File: config.mk
export PLATFORM = sky130hd
export DESIGN_NAME = detection_row_decoder_unit
export DESIGN_NICKNAME = d
export VERILOG_FILES = /design/src/hdl/drd_pkg.sv /design/src/hdl/drd_queue.sv /design/src/hdl/drd_front.sv /design/src/hdl/drd_back.sv /design/src/hdl/detection_row_decoder_unit.sv
export SDC_FILE = /design/constraint.sdc
export NUM_CORES = 2
export LEC_CHECK = 0
export ABC_CLOCK_PERIOD_IN_PS = 13300
export BUFFER_PORTS_ARGS = -buffer_cell sky130_fd_sc_hd__buf_4
export CELL_PAD_IN_SITES_DETAIL_PLACEMENT = 1
export CELL_PAD_IN_SITES_GLOBAL_PLACEMENT = 1
export CORE_MARGIN = 2
export CORE_UTILIZATION = 45
export DETAILED_ROUTE_END_ITERATION = 12
export GPL_TIMING_DRIVEN = 0
export HOLD_SLACK_MARGIN = 0.05
export PLACE_DENSITY = 0.84
export SETUP_SLACK_MARGIN = 0.4
export SLEW_MARGIN = 0
export SYNTH_ARGS = -nofsm -noshare
export SYNTH_HDL_FRONTEND = slang
export SYNTH_SLANG_ARGS = --single-unit
export TNS_END_PERCENT = 1
File: constraint.sdc
create_clock -name i_clk -period 13.3 [get_ports i_clk]
set_clock_uncertainty 0.2 [all_clocks]
set_input_delay 0.665 -clock i_clk [delete_from_list [all_inputs] [get_ports i_clk]]
set_output_delay 0.665 -clock i_clk [all_outputs]
set_load 0.1 [all_outputs]
File: src/hdl/drd_pkg.sv
// shared types, constants and helpers of the detection row decoder
// no dependencies; imported by every module of the block
`timescale 1ns / 1ps
`default_nettype none

package drd_pkg;

    localparam int BOX_FIELDS      = 5;
    localparam int MAX_CLASSES_DEF = 128;
    localparam int CLASS_LIMIT     = 128;
    localparam int QUEUE_DEPTH     = 2;
    localparam int APB_AW          = 3;
    localparam int APB_DW          = 32;

    localparam logic [7:0]  NUM_CLASSES_RST = 8'd80;
    localparam logic [16:0] THRESHOLD_RST   = 17'd16384;
    localparam logic [16:0] SCORE_ONE       = 17'd65536;

    // row positions of the box fields
    localparam logic [7:0] POS_CX  = 8'd0;
    localparam logic [7:0] POS_CY  = 8'd1;
    localparam logic [7:0] POS_W   = 8'd2;
    localparam logic [7:0] POS_H   = 8'd3;
    localparam logic [7:0] POS_OBJ = 8'd4;

    // register index, taken from paddr[2]
    localparam logic REG_NUM_CLASSES     = 1'b0;
    localparam logic REG_SCORE_THRESHOLD = 1'b1;

    typedef struct packed {
        logic signed [31:0] value;
        logic               frame_last;
    } t_in_item;

    typedef struct packed {
        logic signed [15:0] left;
        logic signed [15:0] top;
        logic signed [15:0] box_width;
        logic signed [15:0] box_height;
        logic        [16:0] score;
        logic        [6:0]  class_id;
    } t_result;

    typedef struct packed {
        logic [7:0]  num_classes;
        logic [16:0] score_threshold;
    } t_cfg;

    // candidate handed from the row parser to the decode stage
    typedef struct packed {
        logic signed [15:0] cx;
        logic signed [15:0] cy;
        logic signed [15:0] w;
        logic signed [15:0] h;
        logic        [30:0] obj;
        logic        [30:0] best;
        logic        [6:0]  class_id;
    } t_cand;

    // integer part of a q16.16 value, toward zero
    function automatic logic signed [15:0] int_part(input logic [31:0] v);
        logic signed [15:0] fl;
        fl = v[31:16];
        if (v[31] && (v[15:0] != 16'd0)) begin
            fl = fl + 16'sd1;
        end
        return fl;
    endfunction

    // halve toward zero
    function automatic logic signed [15:0] half_tz(input logic signed [15:0] x);
        logic signed [15:0] t;
        t = x + $signed({15'b0, x[15]});
        return t >>> 1;
    endfunction

    function automatic logic signed [15:0] sat16(input logic signed [16:0] x);
        logic signed [15:0] r;
        if (x > 17'sd32767) begin
            r = 16'sh7FFF;
        end else if (x < -17'sd32768) begin
            r = 16'sh8000;
        end else begin
            r = x[15:0];
        end
        return r;
    endfunction

endpackage

`default_nettype wire

File: src/hdl/drd_queue.sv
// small register queue, payload type set by parameter
// depends on drd_pkg for the default depth
`timescale 1ns / 1ps
`default_nettype none

module drd_queue #(
    parameter type T     = logic,
    parameter int  DEPTH = drd_pkg::QUEUE_DEPTH
) (
    input  wire  i_clk,
    input  wire  i_rst_n,
    input  wire  i_push,
    input  T     i_push_data,
    output logic o_full,
    input  wire  i_pop,
    output T     o_pop_data,
    output logic o_empty
);
    import drd_pkg::*;

    localparam int AW = (DEPTH > 1) ? $clog2(DEPTH) : 1;
    localparam int CW = $clog2(DEPTH + 1);
    localparam logic [AW-1:0] LAST_IDX = AW'(DEPTH - 1);
    localparam logic [CW-1:0] FULL_CNT = CW'(DEPTH);

    T              r_mem [DEPTH];
    logic [AW-1:0] r_wr_ptr;
    logic [AW-1:0] r_rd_ptr;
    logic [CW-1:0] r_count;
    logic          do_push;
    logic          do_pop;

    assign o_full     = (r_count == FULL_CNT);
    assign o_empty    = (r_count == '0);
    assign do_push    = i_push && !o_full;
    assign do_pop     = i_pop && !o_empty;
    assign o_pop_data = r_mem[r_rd_ptr];

    always_ff @(posedge i_clk) begin
        if (do_push) begin
            r_mem[r_wr_ptr] <= i_push_data;
        end
    end

    always_ff @(posedge i_clk) begin
        if (!i_rst_n) begin
            r_wr_ptr <= '0;
            r_rd_ptr <= '0;
            r_count  <= '0;
        end else begin
            if (do_push) begin
                r_wr_ptr <= (r_wr_ptr == LAST_IDX) ? '0 : r_wr_ptr + 1'b1;
            end
            if (do_pop) begin
                r_rd_ptr <= (r_rd_ptr == LAST_IDX) ? '0 : r_rd_ptr + 1'b1;
            end
            if (do_push && !do_pop) begin
                r_count <= r_count + 1'b1;
            end else if (do_pop && !do_push) begin
                r_count <= r_count - 1'b1;
            end
        end
    end

endmodule

`default_nettype wire

File: src/hdl/drd_front.sv
// row parser: tracks the row position, holds the box values and the running
// class argmax, and raises a candidate at row end above threshold. depends on drd_pkg
`timescale 1ns / 1ps
`default_nettype none

module drd_front #(
    parameter int MAX_CLASSES = drd_pkg::MAX_CLASSES_DEF
) (
    input  wire              i_clk,
    input  wire              i_rst_n,
    input  drd_pkg::t_cfg    i_cfg,
    input  wire              i_accept,
    input  drd_pkg::t_in_item i_item,
    output logic             o_cand_push,
    output drd_pkg::t_cand   o_cand
);
    import drd_pkg::*;

    localparam int         CAP   = (MAX_CLASSES < CLASS_LIMIT) ? MAX_CLASSES : CLASS_LIMIT;
    localparam logic [7:0] CAP_W = 8'(CAP);

    logic [7:0]  r_pos;
    logic [31:0] r_cx;
    logic [31:0] r_cy;
    logic [31:0] r_w;
    logic [31:0] r_h;
    logic [31:0] r_obj;
    logic [31:0] r_best;
    logic [6:0]  r_best_class;

    logic [7:0]  n_pos;
    logic [31:0] n_best;
    logic [6:0]  n_best_class;
    logic [7:0]  classes;
    logic [7:0]  row_end;
    logic [7:0]  class_pos;
    logic        row_end_hit;
    logic        is_class;
    logic        beats;
    logic        keep;

    always_comb begin
        if (i_cfg.num_classes == 8'd0) begin
            classes = 8'd1;
        end else if (i_cfg.num_classes > CAP_W) begin
            classes = CAP_W;
        end else begin
            classes = i_cfg.num_classes;
        end
    end

    assign row_end     = POS_OBJ + classes;
    assign row_end_hit = (r_pos >= row_end);
    assign is_class    = (r_pos >= 8'(BOX_FIELDS));
    assign class_pos   = r_pos - 8'(BOX_FIELDS);
    assign beats       = is_class && (i_item.value > $signed(r_best));
    // threshold is zero-extended, so this is a signed objectness compare
    assign keep        = $signed(r_obj) > $signed({15'b0, i_cfg.score_threshold});

    assign n_best       = beats ? i_item.value : r_best;
    assign n_best_class = beats ? class_pos[6:0] : r_best_class;

    always_comb begin
        n_pos = row_end_hit ? 8'd0 : r_pos + 8'd1;
        if (i_item.frame_last) begin
            n_pos = 8'd0;
        end
    end

    // best score never goes negative, so bit 31 is always clear here
    assign o_cand_push     = i_accept && row_end_hit && keep;
    assign o_cand.cx       = int_part(r_cx);
    assign o_cand.cy       = int_part(r_cy);
    assign o_cand.w        = int_part(r_w);
    assign o_cand.h        = int_part(r_h);
    assign o_cand.obj      = r_obj[30:0];
    assign o_cand.best     = n_best[30:0];
    assign o_cand.class_id = n_best_class;

    always_ff @(posedge i_clk) begin
        if (!i_rst_n) begin
            r_pos        <= '0;
            r_cx         <= '0;
            r_cy         <= '0;
            r_w          <= '0;
            r_h          <= '0;
            r_obj        <= '0;
            r_best       <= '0;
            r_best_class <= '0;
        end else if (i_accept) begin
            r_pos <= n_pos;
            unique case (r_pos)
                POS_CX:  r_cx <= i_item.value;
                POS_CY:  r_cy <= i_item.value;
                POS_W:   r_w  <= i_item.value;
                POS_H:   r_h  <= i_item.value;
                POS_OBJ: begin
                    r_obj        <= i_item.value;
                    r_best       <= '0;
                    r_best_class <= '0;
                end
                default: begin
                    r_best       <= n_best;
                    r_best_class <= n_best_class;
                end
            endcase
        end
    end

endmodule

`default_nettype wire

File: src/hdl/drd_back.sv
// decode stage: corner box, saturation and score product for one candidate
// depends on drd_pkg
`timescale 1ns / 1ps
`default_nettype none

module drd_back (
    input  wire             i_clk,
    input  wire             i_rst_n,
    input  wire             i_cand_valid,
    input  drd_pkg::t_cand  i_cand,
    output logic            o_cand_pop,
    output logic            o_res_push,
    output drd_pkg::t_result o_res,
    input  wire             i_res_full
);
    import drd_pkg::*;

    logic               r_s1_valid;
    logic [61:0]        r_s1_prod;
    logic signed [15:0] r_s1_left;
    logic signed [15:0] r_s1_top;
    logic signed [15:0] r_s1_w;
    logic signed [15:0] r_s1_h;
    logic [6:0]         r_s1_class;

    logic               s1_ready;
    logic [61:0]        prod;
    logic signed [15:0] half_w;
    logic signed [15:0] half_h;
    logic signed [16:0] left_wide;
    logic signed [16:0] top_wide;

    assign s1_ready   = !r_s1_valid || !i_res_full;
    assign o_cand_pop = i_cand_valid && s1_ready;
    assign o_res_push = r_s1_valid && !i_res_full;

    assign prod      = i_cand.obj * i_cand.best;
    assign half_w    = half_tz(i_cand.w);
    assign half_h    = half_tz(i_cand.h);
    assign left_wide = $signed({i_cand.cx[15], i_cand.cx})
                     - $signed({half_w[15], half_w});
    assign top_wide  = $signed({i_cand.cy[15], i_cand.cy})
                     - $signed({half_h[15], half_h});

    always_ff @(posedge i_clk) begin
        if (!i_rst_n) begin
            r_s1_valid <= 1'b0;
        end else if (s1_ready) begin
            r_s1_valid <= i_cand_valid;
        end
    end

    always_ff @(posedge i_clk) begin
        if (o_cand_pop) begin
            r_s1_prod  <= prod;
            r_s1_left  <= sat16(left_wide);
            r_s1_top   <= sat16(top_wide);
            r_s1_w     <= i_cand.w;
            r_s1_h     <= i_cand.h;
            r_s1_class <= i_cand.class_id;
        end
    end

    // score is the product in q1.16, capped at one
    always_comb begin
        o_res.left       = r_s1_left;
        o_res.top        = r_s1_top;
        o_res.box_width  = r_s1_w;
        o_res.box_height = r_s1_h;
        o_res.class_id   = r_s1_class;
        if (r_s1_prod[61:16] > 46'(SCORE_ONE)) begin
            o_res.score = SCORE_ONE;
        end else begin
            o_res.score = r_s1_prod[32:16];
        end
    end

endmodule

`default_nettype wire

File: src/hdl/detection_row_decoder_unit.sv
// top level of the detection row decoder: config registers, row parser,
// candidate queue, decode stage and result queue. depends on drd_pkg
//
//   channel   direction  handshake          payload
//   input     in         push / full        i_item (value, frame_last)
//   result    out        pop / empty        o_result (box, score, class_id)
//   config    in/out     psel penable pwrite paddr, pwdata, prdata
//
// one value is taken every cycle while full is low; the row parser decides in that cycle
// a candidate enters the candidate queue at the edge that takes the row's last
// value, then passes through the multiply stage register into the result queue
// before it is visible on o_result; a full result queue can hold it back
// full rises only when the candidate queue holds two waiting candidates
// a stalled pop backs up through the result queue and the multiply stage
// synchronous active low reset empties all queues, registers take defaults
`timescale 1ns / 1ps
`default_nettype none

module detection_row_decoder_unit #(
    parameter int MAX_CLASSES = drd_pkg::MAX_CLASSES_DEF
) (
    input  wire                       i_clk,
    input  wire                       i_rst_n,
    input  wire                       push,
    output logic                      full,
    input  drd_pkg::t_in_item         i_item,
    output logic                      empty,
    input  wire                       pop,
    output drd_pkg::t_result          o_result,
    input  wire                       psel,
    input  wire                       penable,
    input  wire                       pwrite,
    input  wire [drd_pkg::APB_AW-1:0] paddr,
    input  wire [drd_pkg::APB_DW-1:0] pwdata,
    output logic [drd_pkg::APB_DW-1:0] prdata,
    output logic                      pready
);
    import drd_pkg::*;

    logic [7:0]  r_num_classes;
    logic [16:0] r_score_threshold;

    t_cfg    cfg;
    logic    cfg_write;
    logic    accept;
    logic    cand_push;
    t_cand   cand_in;
    t_cand   cand_head;
    logic    cand_empty;
    logic    cand_pop;
    logic    res_push;
    t_result res_in;
    logic    res_full;

    assign pready    = 1'b1;
    assign cfg_write = psel && penable && pwrite && pready;

    always_ff @(posedge i_clk) begin
        if (!i_rst_n) begin
            r_num_classes     <= NUM_CLASSES_RST;
            r_score_threshold <= THRESHOLD_RST;
        end else if (cfg_write) begin
            unique case (paddr[2])
                REG_NUM_CLASSES:     r_num_classes     <= pwdata[7:0];
                REG_SCORE_THRESHOLD: r_score_threshold <= pwdata[16:0];
                default: ;
            endcase
        end
    end

    always_comb begin
        unique case (paddr[2])
            REG_NUM_CLASSES:     prdata = {24'b0, r_num_classes};
            REG_SCORE_THRESHOLD: prdata = {15'b0, r_score_threshold};
            default:             prdata = '0;
        endcase
    end

    assign cfg.num_classes     = r_num_classes;
    assign cfg.score_threshold = r_score_threshold;

    assign accept = push && !full;

    drd_front #(
        .MAX_CLASSES (MAX_CLASSES)
    ) u_front (
        .i_clk       (i_clk),
        .i_rst_n     (i_rst_n),
        .i_cfg       (cfg),
        .i_accept    (accept),
        .i_item      (i_item),
        .o_cand_push (cand_push),
        .o_cand      (cand_in)
    );

    drd_queue #(
        .T     (t_cand),
        .DEPTH (QUEUE_DEPTH)
    ) u_cand_q (
        .i_clk       (i_clk),
        .i_rst_n     (i_rst_n),
        .i_push      (cand_push),
        .i_push_data (cand_in),
        .o_full      (full),
        .i_pop       (cand_pop),
        .o_pop_data  (cand_head),
        .o_empty     (cand_empty)
    );

    drd_back u_back (
        .i_clk        (i_clk),
        .i_rst_n      (i_rst_n),
        .i_cand_valid (!cand_empty),
        .i_cand       (cand_head),
        .o_cand_pop   (cand_pop),
        .o_res_push   (res_push),
        .o_res        (res_in),
        .i_res_full   (res_full)
    );

    drd_queue #(
        .T     (t_result),
        .DEPTH (QUEUE_DEPTH)
    ) u_res_q (
        .i_clk       (i_clk),
        .i_rst_n     (i_rst_n),
        .i_push      (res_push),
        .i_push_data (res_in),
        .o_full      (res_full),
        .i_pop       (pop),
        .o_pop_data  (o_result),
        .o_empty     (empty)
    );

endmodule

`default_nettype wire

==> results.yml <==
status:
  status: "finished, violations left"
  failed_checks: "max-capacitance violations, max-slew violations"
timing:
  worstMarginPinSlew_ns: 1.55
  setup_ws_ns: 0.597
  layout_min_cycle_time_ns: 12.70
  slew_viol_final: 31
  finalHoldViolations: 0
  setup_viol: 0
  grt_setup_unrepaired: "false"
  fmaxAchievable_mhz: 78.7
  maxSlewHeadroom_pct: -6.39
  post-route-period-util_pct: 95.5
synthesis:
  yosysSeqAreaShare_pct: 34.1
  synth_simple_gate_area_share_pct: 12.1
  muxShareOfSynthArea_pct: 5.05
  syn_inst: 6082
  synth_flop_cell: "edfxtp_1"
  synth_compound_area_share_pct: 5.81
  ys_types: 80
  synth_top_family_by_area: "adder cells"
  synthAdderAreaFrac_pct: 33.5
  avgSynthCellArea_um2: 10.4
  ys_seq_elements: 802
  synth-xor-area-share_pct: 2.25
  synth_edf_count: 559
  syn-cell-area_mm2: 0.0634
  ys_warn_count: 0
  synth-async-reset-ratio_pct: 0
die:
  die-area_mm2: 0.144
  start_util_pct: 45.4
  die_height_um: 379
  die_w_um: 379
  rows: 137
  io_pins: 198
  core_mm2: 0.140
worst_setup_path:
  crit_type: "reg2reg"
  cp-endpoint: "u_back.r_s1_prod[46]$_DFFE_PP_"
  r2r_end: "u_back.r_s1_prod[46]$_DFFE_PP_"
  path_depth: 29
  cp.arrival_ns: 12.92
  start_kind: "register"
  worst_path_max_delay_cell: "clkbuf_1"
  reg2reg_depth: 29
  end_kind: "register"
  cp_slowest_stage_delay_ns: 1.04
  critPathMaxFanout: 10
  critPathBufInv: 8
  worst_ep_required_time_ns: 13.51
  crit_path_frequent_cell: "fa_1"
  reg2reg_slack_ns: 0.60
  crit_family: "adder cells"
drt:
  num_vias: 48600
  vias_per_cell: 5.82
  drc_errors: 0
  detail-route-antenna-nets: 0
  dr.pass1.iters: 5
  routed_wl_mm: 234
  wl_per_cell_um: 28.0
  drt-initial-drc-count: 4791
clock_network:
  clock-sinks: 802
  htreeDepth: 3
  cts.path.max_buffers: 3
  clk_latency_ns: 0.73
  cts_buffers: 86
  clock-root-buffer: "clkbuf_16"
  cts_tree: "built"
  path_clk_slew_ns: 0.06
final_layout:
  fillers: 15300
  drive_gt1_share_pct: 10.1
  areaGrowthSynthToFinish_pct: 11.6
  fin_nets: 7666
hold_path:
  whs_path_depth: 3
  hold_class: "in2reg"
global_routing:
  track_usage_pct: 32.7
  grt_pass1_vias: 53400
  grt_overflow_total: 0
  grt_max_degree: 95
  grt_antenna_before_repair: 10
  grt_pass1_wl_mm: 344
job:
  cap_violations: 5
placed_design:
  gp_congestion: 1.05
  place_hpwl_mm: 180
  portBuffers: 162
  pre_cts_ws_ns: 0.673
==> layout make-up <==
class                      instances  area [um^2]  share of cell area, %
timing repair buffer             214         1880                   2.66
inverter                         901         3390                   4.79
sequential                       802        21700                   30.6
clock inverter                    47          566                  0.799
antenna                            8         20.0                 0.0283
clock buffer                     113         2380                   3.36
multi-input combinational       4120        37400                   52.9
tap                             1876         2350                   3.32
buffer                           273         1140                   1.61
==> tightest hold or removal path: cells and delay by family <==
kind	cells	cell delay (ns)
buffers and inverters	1	0.18
and+or+nand+nor	1	0.07
AOI/OAI and AO/OA	1	0.05
==> cell usage after synthesis (79+ instances only) <==
master | n | area share (%)
a21oi_1 | 278 | 2.2
clkbuf_1 | 203 | 1.2
dfxtp_1 | 243 | 7.7
edfxtp_1 | 559 | 26
fa_1 | 838 | 26
ha_1 | 355 | 7.0
inv_1 | 900 | 5.3
mux2_2 | 214 | 3.8
mux2i_1 | 79 | 1.2
nand2_1 | 919 | 5.4
nor2_1 | 642 | 3.8
o21ai_0 | 93 | 0.73
xnor2_1 | 100 | 1.4
==> how the worst min path moves through the flow <==
| stage | slack [ns] | to | startpoint |
|---|---|---|---|
| global placement | 0.22 | u_res_q.r_mem[0][25]$_DFFE_PP_ | u_back.r_s1_h[1]$_DFFE_PP_ |
| CTS | 0.05 | u_front.r_w[21]$_SDFFE_PN0P_ | i_item[22] |
| finish | 0.08 | u_front.r_cx[21]$_SDFFE_PN0P_ | i_item[22] |
| detailed placement | 0.23 | u_res_q.r_mem[0][60]$_DFFE_PP_ | u_back.r_s1_top[4]$_SDFFCE_PN1P_ |
| floorplan | 0.22 | u_res_q.r_mem[0][0]$_DFFE_PP_ | u_back.r_s1_class[0]$_DFFE_PP_ |
| global route | 0.07 | u_front.r_cx[23]$_SDFFE_PN0P_ | i_item[24] |
==> per-layer routing <==
layer / up-vias / part of all wire (%) / GRT usage (%)
li1: 20100 / - / -
met1: 25000 / 37 / 40.1
met5: - / 0.020 / 0
met2: 2718 / 46 / 52.2
met3: 747 / 11 / 9.43
met4: 6 / 6.1 / 17.0
==> metrics by stage <==
step	utilization [%]	setup TNS, ns	instances	hold WS (ns)	instance area, um^2
3_3_place_gp	48.0	-0.272	8134	0.222	67000
6_report	50.7	0	8354	0.0801	70800
5_1_grt	50.7	0	8350	0.0721	70800
3_5_place_dp	48.3	0	8160	0.231	67500
4_1_cts	50.6	0	8345	0.0502	70700
2_1_floorplan	-	0	6096	0.221	63500
==> flip-flops by register name, indices dropped and copies added, names as in the netlist, 17 cells and up, named ones only <==
name,count
u_cand_q.r_mem,266
u_res_q.r_mem,176
u_back.r_s1_prod,46
u_front.r_best,32
u_front.r_cx,32
u_front.r_cy,32
u_front.r_h,32
u_front.r_obj,32
u_front.r_w,32
r_score_threshold,17
==> timing repair <==
item                                   4_1_cts  5_1_grt
setup endpoints to repair                    0       14
resized for setup                            0        8
hold buffers                                25        0
endpoints found under the hold margin       33        0
setup buffers                                0        0
==> logic make-up (layout without fill, tap and decap cells) <==
| family | after synthesis | in the layout |
|---|---|---|
| fa+ha+maj | 1196 | 1196 |
| xor+xnor | 163 | 163 |
| mux | 293 | 293 |
| flops | 802 | 802 |
| other cells | 2 | 24 |
| buf+inv | 1174 | 1548 |
| simple gates | 1862 | 1862 |
| compound gates | 590 | 590 |
==> layout by cell type (no fill, tap or decap), drive strengths merged, types with 30 or more instances in the layout <==
master,synthesis,final
o21ai,96,96
nand4,32,32
and3,30,30
ha,355,355
clkinv,0,31
nor4,34,34
fa,838,838
buf,69,257
and2,36,36
mux2,214,214
a22o,39,39
clkbuf,204,317
inv,901,902
a21oi,280,280
a21o,66,66
nand3,52,52
xnor2,100,100
nand2,919,919
nor2,643,643
xor2,63,63
dfxtp,243,243
edfxtp,559,559
mux2i,79,79
Power is left out: the tool's default activity adds up to more than one toggle a clock period on the data nets, which glitch-free logic cannot reach.
